## src/hw/rtl/scrolling_text_terminal_buffer_core_defines.svh

```systemverilog
// Assertion macros shared by the terminal buffer RTL.
// Each expands to a labeled concurrent assertion clocked on clk, reset by arst_n.
`ifndef SCROLLING_TEXT_TERMINAL_BUFFER_CORE_DEFINES_SVH
`define SCROLLING_TEXT_TERMINAL_BUFFER_CORE_DEFINES_SVH

// same-cycle implication
`define STTB_ASSERT_NOW(lbl, ante, cons, msg) \
	lbl: assert property (@(posedge clk) disable iff (!arst_n) (ante) |-> (cons)) \
		else $error(msg);

// next-cycle implication
`define STTB_ASSERT_NEXT(lbl, ante, cons, msg) \
	lbl: assert property (@(posedge clk) disable iff (!arst_n) (ante) |=> (cons)) \
		else $error(msg);

`endif

```

## src/hw/rtl/sttb_pkg.sv

```systemverilog
// Constants, request codes and character helpers for the terminal buffer.
// No dependencies.
`timescale 1ns / 1ps
package sttb_pkg;

	localparam int ROWS   = 5;
	localparam int COLS   = 21;
	localparam int CELLS  = ROWS * COLS;
	localparam int ROW_W  = $clog2(ROWS);
	localparam int COL_W  = $clog2(COLS + 1);
	localparam int ADDR_W = $clog2(CELLS);

	// port field widths
	localparam int REQ_W  = 2;
	localparam int BYTE_W = 8;
	localparam int RROW_W = 3;
	localparam int RCOL_W = 5;
	localparam int CNT_W  = 32;

	typedef logic [REQ_W-1:0]  req_t;
	typedef logic [BYTE_W-1:0] char_t;
	typedef logic [ROW_W-1:0]  row_t;
	typedef logic [COL_W-1:0]  col_t;
	typedef logic [ADDR_W-1:0] addr_t;

	localparam req_t REQ_BYTE  = 2'd0;
	localparam req_t REQ_CLEAR = 2'd1;
	localparam req_t REQ_READ  = 2'd2;

	localparam char_t CH_SPACE = 8'h20;
	localparam char_t CH_TILDE = 8'h7E;
	localparam char_t CH_DOT   = 8'h2E;
	localparam char_t CH_LF    = 8'h0A;
	localparam char_t CH_CR    = 8'h0D;
	localparam char_t CH_ZERO  = 8'h30;
	localparam char_t CH_A_M10 = 8'h37; // 'A' - 10

	function automatic char_t hex_char(input logic [3:0] n);
		char_t c;
		c = (n < 4'd10) ? (CH_ZERO + {4'h0, n}) : (CH_A_M10 + {4'h0, n});
		return c;
	endfunction

	function automatic char_t ascii_filter(input char_t b);
		char_t c;
		c = (b < CH_SPACE || b > CH_TILDE) ? CH_DOT : b;
		return c;
	endfunction

	// (a + b) mod ROWS for a sum below 2*ROWS
	function automatic row_t row_wrap(input logic [ROW_W:0] s);
		logic [ROW_W:0] t;
		t = (32'(s) >= ROWS) ? (s - (ROW_W+1)'(ROWS)) : s;
		return t[ROW_W-1:0];
	endfunction

endpackage

```

## src/hw/rtl/sttb_ram.sv

```systemverilog
// Generic simple dual-port RAM: one write port, one read port, registered read.
// No dependencies.
`timescale 1ns / 1ps
module sttb_ram #(
	parameter int WIDTH = 8,
	parameter int DEPTH = 128,
	localparam int AW = $clog2(DEPTH)
) (
	input  logic             clk,
	input  logic             we,
	input  logic [AW-1:0]    waddr,
	input  logic [WIDTH-1:0] wdata,
	input  logic [AW-1:0]    raddr,
	output logic [WIDTH-1:0] rdata
);

	logic [WIDTH-1:0] mem [DEPTH];

	always_ff @(posedge clk) begin
		if (we) begin
			mem[waddr] <= wdata;
		end
		rdata <= mem[raddr];
	end

endmodule

```

## src/hw/rtl/scrolling_text_terminal_buffer_core.sv

```systemverilog
// Terminal buffer top level: sequencer, cursor, per-cell valid bits, grid RAM.
// Depends on sttb_pkg, sttb_ram and the assertion macro header.
`timescale 1ns / 1ps
`include "scrolling_text_terminal_buffer_core_defines.svh"

// Renders received bytes into a ROWS x COLS character grid held in one RAM.
// An item is taken when start is high and busy is low; its result appears
// for exactly one cycle with done high and cannot be held off. The item
// first runs work cycles, at most one grid cell written per work cycle
// (hex mode writes the two digits and a space in turn, since the RAM has a
// single write port), then a finish state for the registered RAM read; the
// result cycle follows. busy drops in the result cycle, so a new item can be taken in it.
// Scrolling moves a row base pointer instead of data; each cell has a valid
// bit, so clear and row blanking take effect at once with no clearing pass.
// The display mode may be written only while no item is in flight.
module scrolling_text_terminal_buffer_core
	import sttb_pkg::*;
(
	input  logic              clk,
	input  logic              arst_n,
	input  logic              hex_display_we,
	input  logic              hex_display,
	input  logic              start,
	output logic              busy,
	input  logic [REQ_W-1:0]  req_type,
	input  logic [BYTE_W-1:0] rx_byte,
	input  logic [RROW_W-1:0] read_row,
	input  logic [RCOL_W-1:0] read_col,
	output logic              done,
	output logic [BYTE_W-1:0] cell_char,
	output logic [RROW_W-1:0] cursor_row,
	output logic [RCOL_W-1:0] cursor_col,
	output logic [CNT_W-1:0]  byte_count
);

	localparam logic [1:0] ST_IDLE = 2'd0;
	localparam logic [1:0] ST_WORK = 2'd1;
	localparam logic [1:0] ST_FIN  = 2'd2;
	localparam logic [1:0] LAST_HEX_STEP = 2'd2;

	logic [1:0]        state_q;
	logic [1:0]        step_q;
	req_t              req_q;
	char_t             byte_q;
	logic [RROW_W-1:0] rrow_q;
	logic [RCOL_W-1:0] rcol_q;
	logic              hex_q;
	row_t              row_q;
	col_t              col_q;
	row_t              base_q;
	logic [CNT_W-1:0]  count_q;
	logic [CELLS-1:0]  vld_q;
	logic              rd_ok_q;

	logic              done_q;
	char_t             cell_q;
	logic [RROW_W-1:0] orow_q;
	logic [RCOL_W-1:0] ocol_q;
	logic [CNT_W-1:0]  ocnt_q;

	logic  work, is_byte, is_put, is_lf, adv, last_row, scroll, last_step;
	char_t put_char;
	row_t  row_n, base_n, phys_w, phys_r;
	col_t  col_w, col_n;
	addr_t waddr, raddr;
	logic  rr_ok, rd_ok;
	char_t mem_rdata;

	assign busy = (state_q != ST_IDLE);
	assign work = (state_q == ST_WORK);

	// one character cell per work cycle
	always_comb begin
		is_byte  = (req_q == REQ_BYTE);
		is_lf    = is_byte && !hex_q && (byte_q == CH_LF);
		is_put   = is_byte && (hex_q || (byte_q != CH_LF && byte_q != CH_CR));
		adv      = is_lf || (is_put && (32'(col_q) == COLS));
		last_row = (32'(row_q) == ROWS - 1);
		scroll   = adv && last_row;
		row_n    = (adv && !last_row) ? row_q + row_t'(1) : row_q;
		base_n   = scroll ? row_wrap({1'b0, base_q} + (ROW_W+1)'(1)) : base_q;
		col_w    = adv ? '0 : col_q;
		col_n    = is_put ? col_w + col_t'(1) : col_w;
		phys_w   = row_wrap({1'b0, base_n} + {1'b0, row_n});
		waddr    = ADDR_W'(32'(phys_w) * COLS + 32'(col_w));
		last_step = !is_byte || !hex_q || (step_q == LAST_HEX_STEP);

		if (hex_q) begin
			case (step_q)
				2'd0:    put_char = hex_char(byte_q[7:4]);
				2'd1:    put_char = hex_char(byte_q[3:0]);
				default: put_char = CH_SPACE;
			endcase
		end else begin
			put_char = ascii_filter(byte_q);
		end

		rr_ok  = (32'(rrow_q) < ROWS) && (32'(rcol_q) < COLS);
		phys_r = row_wrap({1'b0, base_q} + (ROW_W+1)'(rrow_q));
		raddr  = ADDR_W'(32'(phys_r) * COLS + 32'(rcol_q));
		rd_ok  = rr_ok && vld_q[raddr];
	end

	sttb_ram #(
		.WIDTH(BYTE_W),
		.DEPTH(CELLS)
	) u_grid (
		.clk  (clk),
		.we   (work && is_put),
		.waddr(waddr),
		.wdata(put_char),
		.raddr(raddr),
		.rdata(mem_rdata)
	);

	always_ff @(posedge clk or negedge arst_n) begin
		if (!arst_n) begin
			state_q <= ST_IDLE;
			step_q  <= '0;
			req_q   <= REQ_BYTE;
			hex_q   <= 1'b0;
			row_q   <= '0;
			col_q   <= '0;
			base_q  <= '0;
			count_q <= '0;
			vld_q   <= '0;
			rd_ok_q <= 1'b0;
			done_q  <= 1'b0;
		end else begin
			done_q <= 1'b0;
			if (hex_display_we) begin
				hex_q <= hex_display;
			end
			case (state_q)
				ST_IDLE: begin
					if (start) begin
						req_q   <= req_type;
						step_q  <= '0;
						state_q <= ST_WORK;
					end
				end
				ST_WORK: begin
					rd_ok_q <= (req_q == REQ_READ) && rd_ok;
					if (req_q == REQ_CLEAR) begin
						vld_q   <= '0;
						row_q   <= '0;
						col_q   <= '0;
						base_q  <= '0;
						count_q <= '0;
					end else if (is_byte) begin
						row_q  <= row_n;
						col_q  <= col_n;
						base_q <= base_n;
						// old top row becomes the blank bottom row
						for (int r = 0; r < ROWS; r++) begin
							for (int c = 0; c < COLS; c++) begin
								if (scroll && base_q == row_t'(r)) begin
									vld_q[r*COLS + c] <= 1'b0;
								end
							end
						end
						if (is_put) begin
							vld_q[waddr] <= 1'b1;
						end
						if (last_step) begin
							count_q <= count_q + CNT_W'(1);
						end
					end
					step_q <= step_q + 2'd1;
					if (last_step) begin
						state_q <= ST_FIN;
					end
				end
				ST_FIN: begin
					done_q  <= 1'b1;
					state_q <= ST_IDLE;
				end
				default: state_q <= ST_IDLE;
			endcase
		end
	end

	// capture registers, payload only
	always_ff @(posedge clk) begin
		if (state_q == ST_IDLE && start) begin
			byte_q <= rx_byte;
			rrow_q <= read_row;
			rcol_q <= read_col;
		end
		if (state_q == ST_FIN) begin
			cell_q <= rd_ok_q ? mem_rdata : '0;
			orow_q <= RROW_W'(row_q);
			ocol_q <= RCOL_W'(col_q);
			ocnt_q <= count_q;
		end
	end

	assign done       = done_q;
	assign cell_char  = cell_q;
	assign cursor_row = orow_q;
	assign cursor_col = ocol_q;
	assign byte_count = ocnt_q;

	`STTB_ASSERT_NOW(a_cursor_range, 1'b1, (32'(col_q) <= COLS) && (32'(row_q) < ROWS), "cursor out of range")
	`STTB_ASSERT_NOW(a_base_range, 1'b1, 32'(base_q) < ROWS, "row base out of range")
	`STTB_ASSERT_NEXT(a_accept_busy, start && !busy, busy, "taken item did not raise busy")
	`STTB_ASSERT_NEXT(a_done_single, done_q, !done_q, "result strobe longer than one cycle")
	`STTB_ASSERT_NOW(a_read_only_ok, rd_ok_q && state_q == ST_FIN, req_q == REQ_READ, "read data flagged on a non-read item")

endmodule
```

## config.mk

```make
export PLATFORM = sky130hd
export DESIGN_NAME = scrolling_text_terminal_buffer_core
export DESIGN_NICKNAME = d
export VERILOG_FILES = /design/src/hw/rtl/sttb_pkg.sv /design/src/hw/rtl/sttb_ram.sv /design/src/hw/rtl/scrolling_text_terminal_buffer_core.sv
export VERILOG_INCLUDE_DIRS = /design/src /design/src/hw/rtl
export SDC_FILE = /design/constraint.sdc
export NUM_CORES = 1
export LEC_CHECK = 0
export BUFFER_PORTS_ARGS = -buffer_cell sky130_fd_sc_hd__buf_2
export CAP_MARGIN = 20
export CORE_AREA = 2 2 378 268
export CTS_CLUSTER_SIZE = 28
export DETAILED_ROUTE_END_ITERATION = 8
export DIE_AREA = 0 0 380 270
export PLACE_DENSITY = 0.68
export SLEW_MARGIN = 15
export SYNTH_ARGS = -nofsm -noshare
export SYNTH_HDL_FRONTEND = slang
export SYNTH_HIERARCHICAL = 1
export SYNTH_SLANG_ARGS = --single-unit
```

## constraint.sdc

```tcl
create_clock -name clk -period 6.4 [get_ports clk]
set_input_delay 0.64 -clock clk [delete_from_list [all_inputs] [get_ports clk]]
set_output_delay 0.64 -clock clk [all_outputs]
set_load 0.01 [all_outputs]
```

== Word level (Yosys, flattened, before mapping) ==
Memories as Yosys holds them, arrays and structs flattened. A register that Yosys moved wholly into a read port is not among the register bits.
Index checks and enable logic that the tools add are counted.

* Shift operators: 0
* Divide/modulo/power cells: 0
* $mul: 2
* Bitwise operators: 1
* Multiplexer cells: 456
* Equality and inequality tests: 17
* Magnitude comparators: 12
* $add $sub $neg: 16
* Reduce and logical (&&, ||, !) cells: 39

{| class="wikitable"
|+ Operators with widths
! operator !! number
|-
| 2-to-1 mux 1 bit || 425
|-
| 2-to-1 mux 105 bit || 3
|-
| bitwise OR 105 bit || 1
|-
| 2-to-1 mux 32 bit || 3
|-
| adder 32 x 1 -> 32 bit, second input constant || 1
|-
| adder 6 x 4 -> 7 bit, first input constant || 4
|-
| 2-to-1 mux 3 bit || 9
|-
| 2-to-1 mux 5 bit || 4
|-
| logical AND 1 bit || 18
|-
| < comparator 7 x 8 -> 1 bit, second input constant || 2
|-
| 2-to-1 mux 8 bit || 2
|-
| != test 8 x 4 -> 1 bit, second input constant || 2
|-
| adder 7 x 5 -> 7 bit || 2
|-
| multiplier 3 x 5 -> 7 bit, second input constant || 2
|-
| 2-to-1 mux 7 bit || 2
|-
| case mux 7 bit (2 select lines) || 1
|-
| greater-or-equal comparator 4 x 3 -> 1 bit, second input constant || 3
|-
| subtractor 3 bit, second input constant || 3
|-
| adder 3 x 3 -> 4 bit || 2
|-
| == test 8 x 4 -> 1 bit, second input constant || 1
|-
| greater-than comparator 8 x 7 -> 1 bit, second input constant || 1
|-
| < comparator 4 bit, second input constant || 2
|-
| < comparator 8 x 6 -> 1 bit, second input constant || 1
|-
| case mux 2 bit (2 select lines) || 2
|-
| other kinds (25) || 47
|}

* Bits in registers: 221
* ROM bits: 0
* Input port bits: 23
* Output and inout port bits: 50
* Memories kept: 1
* Bits in latches: 0
* RAM bits: 840

{| class="wikitable"
|+ Memory list
! memory !! words !! width !! read ports !! clocked after memory_dff !! wr ports !! RTL line !! text
|-
| u_grid.mem || 105 || 8 || 1 || 1 || 1 || sttb_ram.sv:17 || <nowiki>logic [WIDTH-1:0] mem [DEPTH];</nowiki>
|}

== Longest topological paths before layout ==
Gate-level depths: netlist (run 1).

* Depth in word-level cells: 21
* Gate-level depth with buffers: 29

== By module ==
The synthesis (run 1) kept the hierarchy.

{| class="wikitable"
|+ By module, submodules not included
! module !! instances !! cells an instance !! sequential area each (um^2) !! area each (um^2)
|-
| sttb_ram || 1 || 1658 || 25384.3 || 33148.0
|-
| scrolling_text_terminal_buffer_core || 1 || 921 || 5850.6 || 11098.1
|}

== Least setup slack after synthesis (run 1) ==
Ideal clock, no wire load.

* Kind: register to register
* From: reg byte_q[7]
* To: mem u_grid.mem[57][0] (enable)
* Slack: -0.581 ns
* Clock period less this slack: 6.981 ns
* Required time: 6.017 ns
* Path buffers: 3
* Arrival time: 6.597 ns
* Setup time: 0.383 ns
* Stages on the path, launching flop included: 28
* Path through: edfxtp_1 -> buf_2 -> nor4b_2 -> nand3_1 -> a21o_1 -> a211oi_1 -> buf_2 -> nand2_1 -> mux2_1 -> ha_1 -> fa_1 -> inv_1 -> ha_1 -> nand2b_1 -> a21boi_0 -> mux2_2 -> fa_1 -> ha_1 -> a21oi_1 -> nand2b_1 -> a21oi_1 -> xnor2_1 -> inv_1 -> clkbuf_1 -> nor2b_1 -> nand4_1 -> or2_2 -> nor3_1

* Word-level cells in the longest chain between the ends: 13
* Elaborated cells on any way between the ends: 23
* Classes of those cells: 3 x add/sub; 1 x mul; 1 x order compare; 3 x eq/ne; 6 x mux; 9 x reduce/logical

{| class="wikitable"
|+ RTL lines
! what !! RTL line !! text
|-
| start, declared || scrolling_text_terminal_buffer_core.sv:44 || <nowiki>char_t byte_q;</nowiki>
|-
| start signal, assigned || scrolling_text_terminal_buffer_core.sv:186 || <nowiki>byte_q <= rx_byte;</nowiki>
|-
| != test 8 x 4 -> 1 bit || scrolling_text_terminal_buffer_core.sv:76 || <nowiki>is_put = is_byte && (hex_q || (byte_q != CH_LF && byte_q != CH_CR));</nowiki>
|-
| logical AND 1 bit || scrolling_text_terminal_buffer_core.sv:76 ||
|-
| logical OR 1 bit || scrolling_text_terminal_buffer_core.sv:76 ||
|-
| logical AND 1 bit || scrolling_text_terminal_buffer_core.sv:76 ||
|-
| logical AND 1 bit || scrolling_text_terminal_buffer_core.sv:77 || <nowiki>adv = is_lf || (is_put && (32'(col_q) == COLS));</nowiki>
|-
| logical OR 1 bit (*) || scrolling_text_terminal_buffer_core.sv:77 ||
|-
| logical AND 1 bit, on equally long branches || scrolling_text_terminal_buffer_core.sv:79, scrolling_text_terminal_buffer_core.sv:80 ||
|-
| 2-to-1 mux 3 bit, on equally long branches || scrolling_text_terminal_buffer_core.sv:81, scrolling_text_terminal_buffer_core.sv:80 ||
|-
| adder 3 x 3 -> 4 bit || scrolling_text_terminal_buffer_core.sv:84 || <nowiki>phys_w = row_wrap({1'b0, base_n} + {1'b0, row_n});</nowiki>
|-
| greater-or-equal comparator 4 x 3 -> 1 bit / subtractor 3 bit (equally long branches) || sttb_pkg.sv:53 || <nowiki>t = (32'(s) >= ROWS) ? (s - (ROW_W+1)'(ROWS)) : s;</nowiki>
|-
| 2-to-1 mux 3 bit || sttb_pkg.sv:53 ||
|-
| multiplier 3 x 5 -> 7 bit || scrolling_text_terminal_buffer_core.sv:85 || <nowiki>waddr = ADDR_W'(32'(phys_w) * COLS + 32'(col_w));</nowiki>
|-
| adder 7 x 5 -> 7 bit (*) || scrolling_text_terminal_buffer_core.sv:85 ||
|-
| net waddr[6] || scrolling_text_terminal_buffer_core.sv:65 || <nowiki>addr_t waddr, raddr;</nowiki>
|-
| end, declared || sttb_ram.sv:17 ||
|}

Mark *: on every way through the listed nets, which the timed path passes. The rest lies on a longest branch.

== Worst setup path after layout (run 1) ==
* From: reg byte_q[6]
* To: mem u_grid.mem[57][4] (enable)

* Word-level cells in the longest chain between the ends: 13
* Elaborated cells on any way between the ends: 23
* Classes of those cells: 3 x add/sub; 1 x mul; 1 x order compare; 3 x eq/ne; 6 x mux; 9 x reduce/logical

{| class="wikitable"
|+ RTL lines
! what !! RTL line
|-
| != test 8 x 4 -> 1 bit || scrolling_text_terminal_buffer_core.sv:76
|-
| logical AND 1 bit || scrolling_text_terminal_buffer_core.sv:76
|-
| logical OR 1 bit || scrolling_text_terminal_buffer_core.sv:76
|-
| logical AND 1 bit || scrolling_text_terminal_buffer_core.sv:76
|-
| logical AND 1 bit || scrolling_text_terminal_buffer_core.sv:77
|-
| logical OR 1 bit || scrolling_text_terminal_buffer_core.sv:77
|-
| logical AND 1 bit, on equally long branches || scrolling_text_terminal_buffer_core.sv:79, scrolling_text_terminal_buffer_core.sv:80
|-
| 2-to-1 mux 3 bit, on equally long branches || scrolling_text_terminal_buffer_core.sv:81, scrolling_text_terminal_buffer_core.sv:80
|-
| adder 3 x 3 -> 4 bit || scrolling_text_terminal_buffer_core.sv:84
|-
| greater-or-equal comparator 4 x 3 -> 1 bit / subtractor 3 bit (equally long branches) || sttb_pkg.sv:53
|-
| 2-to-1 mux 3 bit || sttb_pkg.sv:53
|-
| multiplier 3 x 5 -> 7 bit || scrolling_text_terminal_buffer_core.sv:85
|-
| adder 7 x 5 -> 7 bit || scrolling_text_terminal_buffer_core.sv:85
|}

Several ways; a longest one is shown, not always the timed one.

==> results of run 1 <==
-- power groups by stage --
stage | registers [mW] | clock network, mW | logic [mW]
after global routing | 8.46 | 6.62 | 14.1
after detailed placement | 8.58 | 0 | 13.0
after floorplan | 8.68 | 0 | 8.76
after global placement | 8.58 | 0 | 12.8
final | 8.44 | 6.25 | 13.5
after CTS | 8.44 | 6.35 | 13.1
-- cell usage after synthesis (9+ instances only) --
library cell,instances
a2111oi_0,9
ha_1,49
nand2b_1,22
mux4_2,165
mux4_1,9
nor3b_1,13
mux2i_1,152
a221oi_1,9
a31oi_1,14
nor2b_1,38
buf_4,15
buf_1,12
clkbuf_1,60
nand3_1,43
nand4_1,12
o21ai_0,31
a22o_1,52
inv_1,40
buf_6,12
o22ai_1,9
or3_1,9
mux2_2,23
xnor2_1,16
buf_2,30
and2_1,26
a22oi_1,74
nand2_1,105
dfrtp_1,157
a211oi_1,9
a21oi_1,71
o2bb2ai_1,52
o21ai_1,21
nor2_1,170
edfxtp_1,904
xor2_1,25
-- timing repair --
item	in CTS	in global routing
pin swaps	10	39
resized for setup	45	66
setup endpoints to repair	816	863
buffers inserted	4	10
cloned	0	1
-- state kept, by name, summed over array words and instances (netlist names), 5 cells and up --
name / count
byte_count: 32
byte_q: 8
cell_char: 8
col_q: 5
count_q: 32
cursor_col: 5
rcol_q: 5
u_grid/mem: 840
u_grid/rdata: 8
vld_q: 105
-- cells in the final DEF (no fill, tap or decap), types with 31 or more instances in the layout --
| cell | Yosys | routed |
|---|---|---|
| buf_2 | 30 | 71 |
| nand2_1 | 105 | 98 |
| nor2_1 | 170 | 105 |
| mux2i_1 | 152 | 152 |
| dfrtp_1 | 157 | 157 |
| o21ai_0 | 31 | 31 |
| nor2b_1 | 38 | 33 |
| a22oi_1 | 74 | 74 |
| nand3_1 | 43 | 42 |
| clkbuf_16 | 0 | 103 |
| inv_1 | 40 | 35 |
| edfxtp_1 | 904 | 904 |
| ha_1 | 49 | 34 |
| conb_1 | 1 | 105 |
| nor2_4 | 0 | 45 |
| buf_4 | 15 | 202 |
| o2bb2ai_1 | 52 | 52 |
| a22o_1 | 52 | 50 |
| a21oi_1 | 71 | 67 |
| mux4_2 | 165 | 165 |
-- per-stage QoR --
stage          setup slack (ps)  hold slack, ps  util (%)  instance area [µm²]  instances
2_1_floorplan             -36.0             344         -                45000       2683
3_3_place_gp               -171             448      48.7                48300       4173
3_5_place_dp               -248             463      48.7                48300       4173
4_1_cts                    7.62            39.4      52.4                51900       4367
5_1_grt                    -227            91.5      52.9                52400       4378
6_report                  -14.8            19.9      52.9                52400       4378
-- how the worst max path moves through the flow --
stage          startpoint           endpoint  cells after the start
6_report        byte_q[6]  u_grid/mem[57][4]                     27
5_1_grt         byte_q[6]  u_grid/mem[57][4]                     26
4_1_cts         byte_q[6]  u_grid/mem[98][5]                     27
3_5_place_dp    byte_q[7]   u_grid/mem[6][1]                     26
3_3_place_gp    byte_q[7]   u_grid/mem[3][2]                     26
2_1_floorplan   byte_q[5]  u_grid/mem[29][0]                     25
-- per-layer routing --
layer / vias to the layer above / global-route usage (%)
met5: - / 0
met4: 0 / 5.51
met3: 177 / 5.32
met2: 1371 / 31.6
met1: 13038 / 31.8
li1: 10913 / -
-- final cells by class --
cell class / count / area, µm² / share of cell area, %
Inverter: 43 / 188 / 0.358
Tap cell: 1336 / 1670 / 3.19
Timing Repair Buffer: 301 / 2390 / 4.56
Timing Repair inverter: 1 / 8.76 / 0.0167
Clock buffer: 125 / 2700 / 5.16
Clock inverter: 65 / 776 / 1.48
Sequential cell: 1069 / 31200 / 59.6
Multi-Input combinational cell: 1438 / 13400 / 25.6
-- logic make-up after synthesis --
kind of cell	count (synthesis)	share of synthesized area, %
flops	1069	70.6
mux	350	13.0
simple gates	490	5.44
compound gates	396	6.44
fa+ha+maj	55	1.66
xor+xnor	42	0.848
buf+inv	176	2.02
other cells	1	0.00848
==> impl_metrics.json, run 1 <==
{
  "swShare_pct": 38.2,
  "grt_pass1_wl_mm": 166,
  "yosysTopAreaCellShare_pct": 61.4,
  "start_util_pct": 44.7,
  "rr_worst_depth": 27,
  "final_hold_viol_count": 0,
  "p_per_area_nw_per_um2": 538,
  "drtIter0Drc": 3275,
  "finalClockSkew_ps": 36.5,
  "start_kind": "flip-flop",
  "synth_seq_area_share_pct": 70.6,
  "cts_buffers": 102,
  "clk_pin_slew_ps": 70,
  "syn_area_um2": 44200,
  "antenna_found_initial": 2,
  "fmax_mhz": 156,
  "synth_edf_count": 904,
  "async_flop_share_pct": 14.7,
  "postRouteAntennaNets": 0,
  "p_int_mw": 17.4,
  "r2r-end": "u_grid/mem[57][4]",
  "ir_worst_vdd_mv": 0.514,
  "violations": "setup timing",
  "reg2reg_slack_ps": -10,
  "drt_first_pass_iters": 6,
  "crit_path_end_kind": "flip-flop",
  "clockRootBuffer": "clkbuf_16",
  "clock_power_share_pct": 22.2,
  "power_leakage_nw": 18.5,
  "syn_to_final_growth_pct": 18.4,
  "insertion_delay_ps": 690,
  "relSlewSlack_pct": 30.2,
  "num_io_pins": 73,
  "total_power_mw": 28.2,
  "drc_errors": 0,
  "diodes": 0,
  "nNetsFinal": 3034,
  "cts.sinks": 1069,
  "top_layer_used": "met4",
  "cp_top_family": "simple AND/OR/NAND/NOR gates",
  "worstPathMaxFanout": 8,
  "postCtsHoldBufs": 0,
  "wl_met2_mm": 48.9,
  "via_per_inst": 5.82,
  "h-tree-depth": 3,
  "critPathMaxStageDelay_ps": 550,
  "track_usage_pct": 21.4,
  "yosys_most_used_dff": "edfxtp_1",
  "wl_met3_mm": 12.1,
  "grt_max_degree": 91,
  "min_path_type": "primary input to asynchronous set/reset pin",
  "finalCritPeriodShare_pct": 100,
  "crit_type": "flip-flop to flip-flop",
  "hpwl_mm": 72.0,
  "synth-seq-cells": 1069,
  "path_buf_inv": 5,
  "m1WireLength_mm": 47.0,
  "yosysUniqueCellTypes": 77,
  "cts_tree": "built",
  "clockBufferDepth": 3,
  "worst_pin_slew_ps": 1050,
  "power.switching_mw": 10.8,
  "crit_path_frequent_cell": "ha_4",
  "critPathSlowestCell": "fa_1",
  "avgSynthCellArea_um2": 17.2,
  "slew_violations": 0,
  "core_region_area_um2": 99000,
  "via_count": 25499,
  "io_buffers": 72,
  "synth_top_cell_by_area": "edfxtp_1",
  "rows": 97,
  "n_fill_cell": 7665,
  "setup_viol": 8,
  "syn-instance-count": 2579,
  "rsz0062_at_grt": "true",
  "power_frac_comb_pct": 47.9,
  "die_y_um": 270,
  "gp_congestion": 0.923,
  "cap_violations": 0,
  "overflow": 0,
  "totalWireLength_mm": 111,
  "fin_ws_ps": -14.8,
  "die-area_um2": 103000,
  "tns_ps": -51.5,
  "critPathArrivalTime_ps": 6800,
  "fp.dieW_um": 380,
  "yosysWarnings": 6,
  "status": "finished, violations left",
  "layout-drive-gt1-share_pct": 26.1,
  "synth_area_leaders": "edfxtp_1 (61%), dfrtp_1 (8.9%), mux4_2 (8.4%)",
  "p_seq_share_pct": 29.9,
  "r2r_start": "byte_q[6]",
  "routedWlPerCell_um": 25.3,
  "finalCriticalPeriod_ps": 6410,
  "crit_required_ps": 6780,
  "grt_pass1_vias": 25580
}
(Power assumes the default switching activity.)
==> inputs of run 2 (changes only) <==
--- a/config.mk
+++ b/config.mk
@@ -13,6 +13,7 @@
 export DETAILED_ROUTE_END_ITERATION = 8
 export DIE_AREA = 0 0 380 270
 export PLACE_DENSITY = 0.68
+export SKIP_CTS_REPAIR_TIMING = 1
 export SLEW_MARGIN = 15
 export SYNTH_ARGS = -nofsm -noshare
 export SYNTH_HDL_FRONTEND = slang
==> run 2 against run 1 <==
Compared with the run above:
- the run now ends clean
- critical path depth fell by 1
- highest routed layer unchanged
- largest cell class unchanged
- clock skew fell by 0.73 ps
- final area fell by 0.29%
- non-clock buffer count fell by 5
- sequential power barely moved
- worst hold slack got worse by 13 ps
- die area did not move
==> impl_metrics.json, run 2 (synthesized netlist as in run 1, its figures left out) <==
{
  "cap_violations": 0,
  "power_leakage_nw": 18.4,
  "hpwl_mm": 72.0,
  "grt_pass1_wl_mm": 166,
  "crit_type": "flip-flop to flip-flop",
  "fmax_mhz": 159,
  "setup_viol": 0,
  "r2r_start": "byte_q[7]",
  "mostFrequentLayoutCell": "edfxtp_1",
  "final_hold_viol_count": 0,
  "core_region_area_um2": 99000,
  "overflow": 0,
  "track_usage_pct": 21.3,
  "final_cell_mix": "edfxtp_1 (904), buf_4 (195), mux4_2 (165), dfrtp_1 (157), mux2i_1 (152)",
  "status": "finished clean",
  "hold_ws_ps": 6.83,
  "syn_to_final_growth_pct": 18.0,
  "drtIter0Drc": 3290,
  "critPathLaunch": "byte_q[7]",
  "gp_congestion": 0.923,
  "via_per_inst": 5.82,
  "h-tree-depth": 3,
  "worst_pin_slew_ps": 1050,
  "cts_buffers": 102,
  "tns_ps": 0,
  "preCtsSetupSlack_ps": -248,
  "grt_pass1_vias": 25531,
  "insertion_delay_ps": 680,
  "clockBufferDepth": 3,
  "diodes": 0,
  "via_count": 25433,
  "postRouteAntennaNets": 0,
  "crit_path_end_kind": "flip-flop",
  "start_util_pct": 44.7,
  "critPathArrivalTime_ps": 6680,
  "cts_tree": "built",
  "clockRootBuffer": "clkbuf_16",
  "totalWireLength_mm": 111,
  "num_io_pins": 73,
  "largest_register_ffs": 840,
  "worstPathMaxFanout": 8,
  "final_util_pct": 52.7,
  "grt_max_degree": 91,
  "layout-drive-gt1-share_pct": 25.7,
  "p_per_area_nw_per_um2": 540,
  "antenna_found_initial": 3,
  "crit_required_ps": 6780,
  "rows": 97,
  "rsz0062_at_grt": "true",
  "fp.dieW_um": 380,
  "die-area_um2": 103000,
  "routedWlPerCell_um": 25.3,
  "min_path_type": "primary input to asynchronous set/reset pin",
  "clk_pin_slew_ps": 70,
  "die_y_um": 270,
  "start_kind": "flip-flop",
  "ir_worst_vdd_mv": 0.511,
  "drt_first_pass_iters": 8,
  "finalCriticalPeriod_ps": 6310,
  "nNetsFinal": 3029,
  "largestRegisters": "u_grid/mem x840, vld_q x105",
  "finalClockSkew_ps": 35.8,
  "fin_ws_ps": 94.2,
  "cts.sinks": 1069,
  "top_register": "u_grid/mem",
  "io_buffers": 72,
  "relSlewSlack_pct": 30.0,
  "slew_violations": 0,
  "drc_errors": 0,
  "finalCritPeriodShare_pct": 98.5
}
-- run 2: final cells by class --
class	instances	area [µm²]
Timing Repair inverter	1	8.76
Tap cell	1336	1670
Clock buffer	125	2700
Fill cell	7677	46800
Inverter	43	188
Timing Repair Buffer	296	2360
Multi-Input combinational cell	1438	13300
Clock inverter	65	776
Sequential cell	1069	31200
-- run 2: per-stage QoR --
step,std cells,instance area (µm²),power (mW)
finish,4373,52200,28.2
global route,4373,52200,29.2
global placement,4173,48300,21.4
CTS,4363,51700,27.9
detailed placement,4173,48300,21.6
floorplan,2683,45000,17.4
-- run 2: worst max-delay path, stage by stage (launching register included) --
cell and delay (ps):
edfxtp_1 440, nor4b_4 390, nand3_1 130, a21o_1 200, a211oi_2 250, buf_4 160, nand2_2 50, mux2_4 310
ha_4 170, fa_1 550, inv_2 50, ha_2 160, nand2b_4 140, a21boi_4 170, mux2_4 350, fa_1 550
ha_4 220, nor2b_4 130, o21ai_2 140, nand2b_1 110, xnor2_2 190, inv_2 90, nor2b_4 140, nand4_1 210
or2_4 370, nor3_4 160, buf_12 150
-- run 2: final timing paths --
kind / cells after the start / slack, ps / to
worst max-delay path: 26 / 90 / u_grid/mem[57][4]
worst min-delay path: 1 / 7 / vld_q[26]
worst max register to register: 26 / 90 / u_grid/mem[57][4]
worst min register to register: 0 / 470 / byte_count[31]
max in group asynchronous: 2 / 4860 / count_q[31]
min in group clk: 1 / 130 / byte_q[1]
-- run 2: metal layers --
metal | up-vias | part of all wire [%] | track usage, %
li1 | 10903 | - | -
met5 | - | 0 | 0
met2 | 1292 | 44 | 31.4
met4 | 0 | 2.2 | 5.63
met3 | 167 | 10 | 5.38
met1 | 13071 | 43 | 31.7
-- run 2: where the power goes --
group	total [mW]	internal (mW)	switching (mW)
Clock	6.25	3.63	2.62
Sequential	8.44	8.34	0.101
Combinational	13.5	5.44	8.04
Total	28.2	17.4	10.8
